`config.mk`:
```
export PLATFORM = sky130hd
export DESIGN_NAME = integer_ceil_square_root_core
export DESIGN_NICKNAME = d
export VERILOG_FILES = /design/src/sv/isq_pkg.sv /design/src/sv/isq_cell.sv /design/src/sv/isq_out.sv /design/src/sv/integer_ceil_square_root_core.sv
export SDC_FILE = /design/constraint.sdc
export NUM_CORES = 2
export LEC_CHECK = 0
export ABC_AREA = 1
export BUFFER_PORTS_ARGS = -buffer_cell sky130_fd_sc_hd__buf_2
export CAP_MARGIN = 20
export CORE_AREA = 2 2 354 356
export CTS_CLUSTER_DIAMETER = 120
export DETAILED_ROUTE_END_ITERATION = 8
export DIE_AREA = 0 0 356 358
export PLACE_DENSITY = 0.55
export SLEW_MARGIN = 30
export SYNTH_ARGS = -nofsm -noshare
export SYNTH_HDL_FRONTEND = slang
export SYNTH_SLANG_ARGS = --single-unit
```
`constraint.sdc`:
```
create_clock -name clk_i -period 2.1 [get_ports clk_i]
set_input_delay 0.105 -clock clk_i [delete_from_list [all_inputs] [get_ports clk_i]]
set_output_delay 0.105 -clock clk_i [all_outputs]
set_load 0.01 [all_outputs]
```
`src/sv/isq_pkg.sv`:
```
// Shared widths and the cell data type of the integer ceiling square root core.
package isq_pkg;

  localparam int InputWidth = 31;
  localparam int RootBits   = (InputWidth + 1) / 2;
  localparam int PadWidth   = 2 * RootBits;
  localparam int RemWidth   = RootBits + 3;
  localparam int RootWidth  = 16;
  localparam int CeilWidth  = (RootBits + 1 > RootWidth) ? RootBits + 1 : RootWidth;

  // Partial state of one item on its way down the cell row.
  typedef struct packed {
    logic                valid;
    logic [PadWidth-1:0] bits;
    logic [RemWidth-1:0] rem;
    logic [RootBits-1:0] root;
  } isq_cell_t;

endpackage

```
`src/sv/isq_cell.sv`:
```
// One restoring square root step: brings down two radicand bits, settles one root bit.
module isq_cell
  import isq_pkg::*;
(
  input  logic      clk_i,
  input  logic      rst_ni,
  input  logic      en_i,
  input  isq_cell_t prev_i,
  output isq_cell_t cell_o
);

  logic [1:0]          pair;
  logic [RemWidth-1:0] rem_sh;
  logic [RemWidth-1:0] trial;
  logic [RemWidth:0]   diff;
  logic                fits;
  isq_cell_t           cell_d;
  isq_cell_t           cell_q;

  always_comb begin
    pair   = prev_i.bits[PadWidth-1 -: 2];
    rem_sh = {prev_i.rem[RemWidth-3:0], pair};
    trial  = RemWidth'({prev_i.root, 2'b01});
    diff   = {1'b0, rem_sh} - {1'b0, trial};
    fits   = ~diff[RemWidth];

    cell_d.valid = prev_i.valid;
    cell_d.bits  = prev_i.bits << 2;
    cell_d.rem   = fits ? diff[RemWidth-1:0] : rem_sh;
    cell_d.root  = RootBits'({prev_i.root, fits});
  end

  always_ff @(posedge clk_i or negedge rst_ni) begin
    if (!rst_ni) begin
      cell_q <= '0;
    end else if (en_i) begin
      cell_q <= cell_d;
    end
  end

  assign cell_o = cell_q;

endmodule

```
`src/sv/isq_out.sv`:
```
// Ceiling fix and output register at the end of the cell row.
module isq_out
  import isq_pkg::*;
(
  input  logic                 clk_i,
  input  logic                 rst_ni,
  input  isq_cell_t            last_i,
  input  logic                 out_stall_i,
  output logic                 advance_o,
  output logic                 out_valid_o,
  output logic [RootWidth-1:0] root_o
);

  logic [CeilWidth-1:0] ceil_root;
  logic                 out_valid_q;
  logic [RootWidth-1:0] root_q;

  // Round up unless the remainder is zero (perfect square).
  assign ceil_root = CeilWidth'(last_i.root) + CeilWidth'(last_i.rem != '0);
  assign advance_o = ~out_valid_q | ~out_stall_i;

  always_ff @(posedge clk_i or negedge rst_ni) begin
    if (!rst_ni) begin
      out_valid_q <= 1'b0;
    end else if (advance_o) begin
      out_valid_q <= last_i.valid;
    end
  end

  always_ff @(posedge clk_i) begin
    if (advance_o && last_i.valid) begin
      root_q <= ceil_root[RootWidth-1:0];
    end
  end

  assign out_valid_o = out_valid_q;
  assign root_o      = root_q;

endmodule

```
`src/sv/integer_ceil_square_root_core.sv`:
```
// Top level of the integer ceiling square root core.
//
// Returns ceil(sqrt(value_i)) for an unsigned InputWidth-bit value. The
// radicand runs down a row of RootBits identical cells (16 at the default
// width of 31 bits); each cell brings down two radicand bits and settles one
// root bit by a restoring trial subtract, then registers its remainder and
// partial root for the next cell. A last stage adds one unless the final
// remainder is zero and registers the 16-bit result. Every cell holds its
// own item, so a new transfer can enter each cycle while the output is not
// stalled; the whole row freezes as one while a held result is stalled at
// the output, so in_stall_o follows out_stall_i while out_valid_o is high.
// Zero gives zero, perfect squares give their exact root, and for widths of
// 32 bits and above the result can wrap to its low 16 bits.
module integer_ceil_square_root_core
  import isq_pkg::*;
(
  input  logic                  clk_i,
  input  logic                  rst_ni,
  input  logic                  in_valid_i,
  output logic                  in_stall_o,
  input  logic [InputWidth-1:0] value_i,
  output logic                  out_valid_o,
  input  logic                  out_stall_i,
  output logic [RootWidth-1:0]  root_o
);

  isq_cell_t chain [RootBits+1];
  logic      advance;

  // Load the radicand into the head of the row, zero padded to whole bit pairs.
  always_comb begin
    chain[0].valid = in_valid_i;
    chain[0].bits  = PadWidth'(value_i);
    chain[0].rem   = '0;
    chain[0].root  = '0;
  end

  // Hold every cell while the output register is full and stalled.
  assign in_stall_o = ~advance;

  for (genvar g = 0; g < RootBits; g++) begin : g_cell
    isq_cell u_cell (
      .clk_i  (clk_i),
      .rst_ni (rst_ni),
      .en_i   (advance),
      .prev_i (chain[g]),
      .cell_o (chain[g+1])
    );
  end

  isq_out u_out (
    .clk_i       (clk_i),
    .rst_ni      (rst_ni),
    .last_i      (chain[RootBits]),
    .out_stall_i (out_stall_i),
    .advance_o   (advance),
    .out_valid_o (out_valid_o),
    .root_o      (root_o)
  );

  // The input is only held back by a stalled, occupied output register.
  assert property (@(posedge clk_i) disable iff (!rst_ni)
    in_stall_o |-> (out_valid_o && out_stall_i))
    else $error("input stalled without a stalled output");

  // A finished remainder never exceeds twice the floor root.
  assert property (@(posedge clk_i) disable iff (!rst_ni)
    chain[RootBits].valid |->
      ({1'b0, chain[RootBits].rem} <= {2'b00, chain[RootBits].root, 1'b0}))
    else $error("remainder out of range at end of cell row");

  // A taken result with nothing behind it leaves the output empty.
  assert property (@(posedge clk_i) disable iff (!rst_ni)
    (out_valid_o && !out_stall_i && !chain[RootBits].valid) |=> !out_valid_o)
    else $error("output valid without a new result");

endmodule
```
==> results.md <==
* Status: finished, violations left
* Failing checks: setup timing
* Top_reg_cell synth: dfrtp_1
* Max Root-Sink Buffers at 3
* RSZ-0062 raised after global routing: true
* Clock slew at reported path FFs at 0.06 ns
* CORE AREA at 0.123 sq mm
* Slowest stage delay, CP at 0.40 ns
* Reg area at 0.0164 sq mm
* H-Tree Depth at 3
* Drt first pass iters at 7
* Filler cell count at 13100
* Gp weighted congestion at 0.884
* Max-slew violation count at 0
* ANT cells at 0
* Total GRT Usage at 0.156
* Max-Cap Viols at 0
* Synth Instances at 4939
* Post-synth EDFFs at 16
* Input/output buffers at 52
* Post-DP HPWL at 73200 microns
* Clk_skew at 0.0417 ns
* Largest net degree at the start of global routing at 96
* Ratio of cells with drive above 1 in the final layout at 0.148
* Cell Chain, Critical Path: nor4_2 -> nand2_1 -> nor4_1 -> nand3_1 -> ha_2 -> ha_4 -> nand3_4 -> nor2_1 -> nand2_1 -> nor3_2 -> buf_4 -> xor2_1
* IO Count at 53
* Most frequent cells in the layout: nand2_1 (1984), dfrtp_1 (636), inv_1 (533), nand3_1 (406), buf_4 (286)
* Post-synthesis sequential area ratio at 0.445
* Drt drc at 0
* Maximum vdd drop at 0.930 mV
* CTS Root Cell: clkbuf_16
* Setup slack after layout at -0.253 ns
* Footprint of the multi-input gates at 0.0184 sq mm
* WP data arrival at 2.74 ns
* # clock sinks at 653
* CP Capture Type: flop
* DR vias/cell at 4.54
* Most common cell after layout, fill and taps aside: nand2_1
* Power Dens Cells at 1900 mW/mm^2
* Chip height at 358 microns
* # nets final at 5452
* Total CTS buffers at 78
* Initial antenna violation count at 0
* Clock Latency Late Sink at 0.66 ns
* Final Hold Viols at 0
* Post-synthesis register bit count at 653
* Worst relative slew slack at 0.640
* Synthesis-to-finish area growth at 22.6%
* Critical Path RT at 2.49 ns
* Chip Width at 356 microns
* Setup CP Type: flop to flop
* Fmax at 425 MHz
* Post-Place Setup Slack at -0.297 ns
* CTS tree: yes
* Slowest cell on the critical path: dfrtp_1
* Vias in the first global route at 31300
* Wire length per cell at 14.3 microns
* Post-route antenna net violation count at 0
* Leakage Power at 23.5 nW
* Initial Util at 0.299
* First-pass GRT wire length at 164000 microns
* Synthesized area per cell at 7.47 sq um
* Crit path top cell by count: nand2_1
* Die area at 0.127 sq mm
* Placed Area at 0.0410 sq mm
* Asr flop ratio synth at 0.975
* Final WL at 99900 microns
* Max FO, Critical Path at 2
* Gr ovfl total at 0
* Yosys warns at 0
* Syn Nets at 5113
* Worst-margin pin slew at 0.541 ns
* Row cnt at 129
* Cell area after layout at 0.0452 sq mm
* Final Cycle Share at 1.12
* Library cells used by synthesis at 55
* Top Family by Delay on Critical Path: simple AND/OR/NAND/NOR gates
* Initial DRC count at 1756
* Worst Hold Class: input port to flop
* Crit path time final at 2.35 ns
* Mapped Area at 0.0369 sq mm
* CP startpoint kind: flop
* CP Buf/Inv Count at 1
* Via Count at 31700
* Final Setup Violations at 13
==> cell usage after synthesis, types with 4 or more instances <==
| cell type | number | area [sq um] |
|---|---|---|
| nand3_1 | 418 | 2090 |
| a21oi_1 | 94 | 470 |
| nand3_2 | 43 | 430 |
| or2_2 | 9 | 56.3 |
| dfrtp_1 | 637 | 15900 |
| nand2_4 | 9 | 101 |
| nor3_4 | 5 | 81.3 |
| buf_6 | 12 | 135 |
| nand4_1 | 55 | 344 |
| o211ai_1 | 6 | 45.0 |
| o22ai_1 | 6 | 37.5 |
| and2_1 | 5 | 31.3 |
| nor2_1 | 204 | 766 |
| buf_2 | 45 | 225 |
| nor2_4 | 12 | 135 |
| o21ai_1 | 15 | 75.1 |
| nand2_1 | 2003 | 7520 |
| edfxtp_1 | 16 | 480 |
| nand3b_1 | 37 | 278 |
| nor4_1 | 7 | 43.8 |
| a21oi_2 | 13 | 114 |
| o21bai_1 | 8 | 60.1 |
| clkbuf_1 | 87 | 327 |
| nor2_2 | 20 | 125 |
| nand3_4 | 4 | 70.1 |
| xnor2_1 | 29 | 254 |
| buf_1 | 12 | 45.0 |
| xor2_1 | 87 | 762 |
| buf_4 | 7 | 52.6 |
| nor3_1 | 31 | 155 |
| nand2_2 | 18 | 113 |
| o21ai_0 | 256 | 1280 |
| inv_1 | 544 | 2040 |
| inv_2 | 7 | 26.3 |
| ha_1 | 139 | 1740 |
| a21o_1 | 7 | 52.6 |
==> metrics by stage <==
stage | hold slack (ns) | power [mW] | setup TNS (ns) | instances | util
3_5_place_dp | 0.109 | 69.3 | -2.62 | 6757 | 0.333
2_1_floorplan | -0.191 | 54.1 | -0.0338 | 4939 | -
3_3_place_gp | 0.112 | 68.9 | -4.21 | 6757 | 0.333
6_report | 0.168 | 85.8 | -2.18 | 6978 | 0.367
4_1_cts | 0.111 | 84.1 | -1.84 | 6936 | 0.358
5_1_grt | 0.166 | 94.3 | -3.36 | 6978 | 0.367
==> cells by family after synthesis <==
| group | after synthesis | synth area share |
|---|---|---|
| simple gates | 2897 | 0.341 |
| buf+inv | 718 | 0.0791 |
| flops | 653 | 0.445 |
| compound gates | 416 | 0.0606 |
| fa+ha+maj | 139 | 0.0471 |
| xor+xnor | 116 | 0.0275 |
==> path summary, 6_finish.rpt <==
path	from	end	slack, ns	cells after the start
max in group asynchronous	rst_ni	g_cell[6].u_cell.cell_o[17]	0.80	4
hold / removal	value_i[22]	g_cell[0].u_cell.cell_o[59]	0.17	4
setup / recovery	g_cell[15].u_cell.cell_o[23]	u_out.root_o[8]	-0.25	12
min in group asynchronous	rst_ni	g_cell[5].u_cell.cell_o[52]	0.53	3
hold reg to reg	g_cell[5].u_cell.cell_o[52]	g_cell[6].u_cell.cell_o[54]	0.47	2
setup reg to reg	g_cell[15].u_cell.cell_o[23]	u_out.root_o[8]	-0.25	12
==> flip-flops by register name, indices dropped and copies added, names as in the netlist <==
register	count
g_cell.u_cell.cell_o	636
u_out.out_valid_o	1
u_out.root_o	16
==> metal layers <==
layer / vias to the layer above / GRT usage / routed length [microns] / part of all wire
li1: 16300 / - / - / -
met2: 399 / 0.273 / 48600 / 0.49
met1: 14800 / 0.204 / 46300 / 0.46
met3: 128 / 0.0210 / 2690 / 0.027
met5: - / 0 / 0 / 0
met4: 0 / 0.0376 / 2270 / 0.023
==> repair_timing <==
item                                    CTS  global route
endpoints found under the setup margin   13           157
buffers inserted                          0            35
hold buffers                             36             0
pin swaps                                 0            25
hold endpoints to repair                625             0
gates cloned                              0             7
gates resized for setup                   6           141
==> cell type report <==
class / count / share of cell area
timing repair buffer: 420 / 0.0792
inverter: 551 / 0.0461
clock inverter: 27 / 0.00786
clock buffer: 116 / 0.0519
multi-input combinational: 3574 / 0.407
sequential: 653 / 0.363
tap: 1637 / 0.0453
==> power by group <==
part	switching [mW]	internal, mW
clock	5.77	8.32
sequential	4.09	18.8
combinational	29.1	19.7
total	39.0	46.8
==> worst register-to-register path: cells and delay by family, from the launching register on <==
| family | cells | cell delay, ns |
|---|---|---|
| XOR/XNOR | 1 | 0.13 |
| buffers and inverters | 1 | 0.14 |
| AND/OR/NAND/NOR | 8 | 1.02 |
| flip-flops | 1 | 0.40 |
| adder cells (fa/ha/maj) | 2 | 0.40 |
No activity file was read; power rests on OpenSTA's default activity.
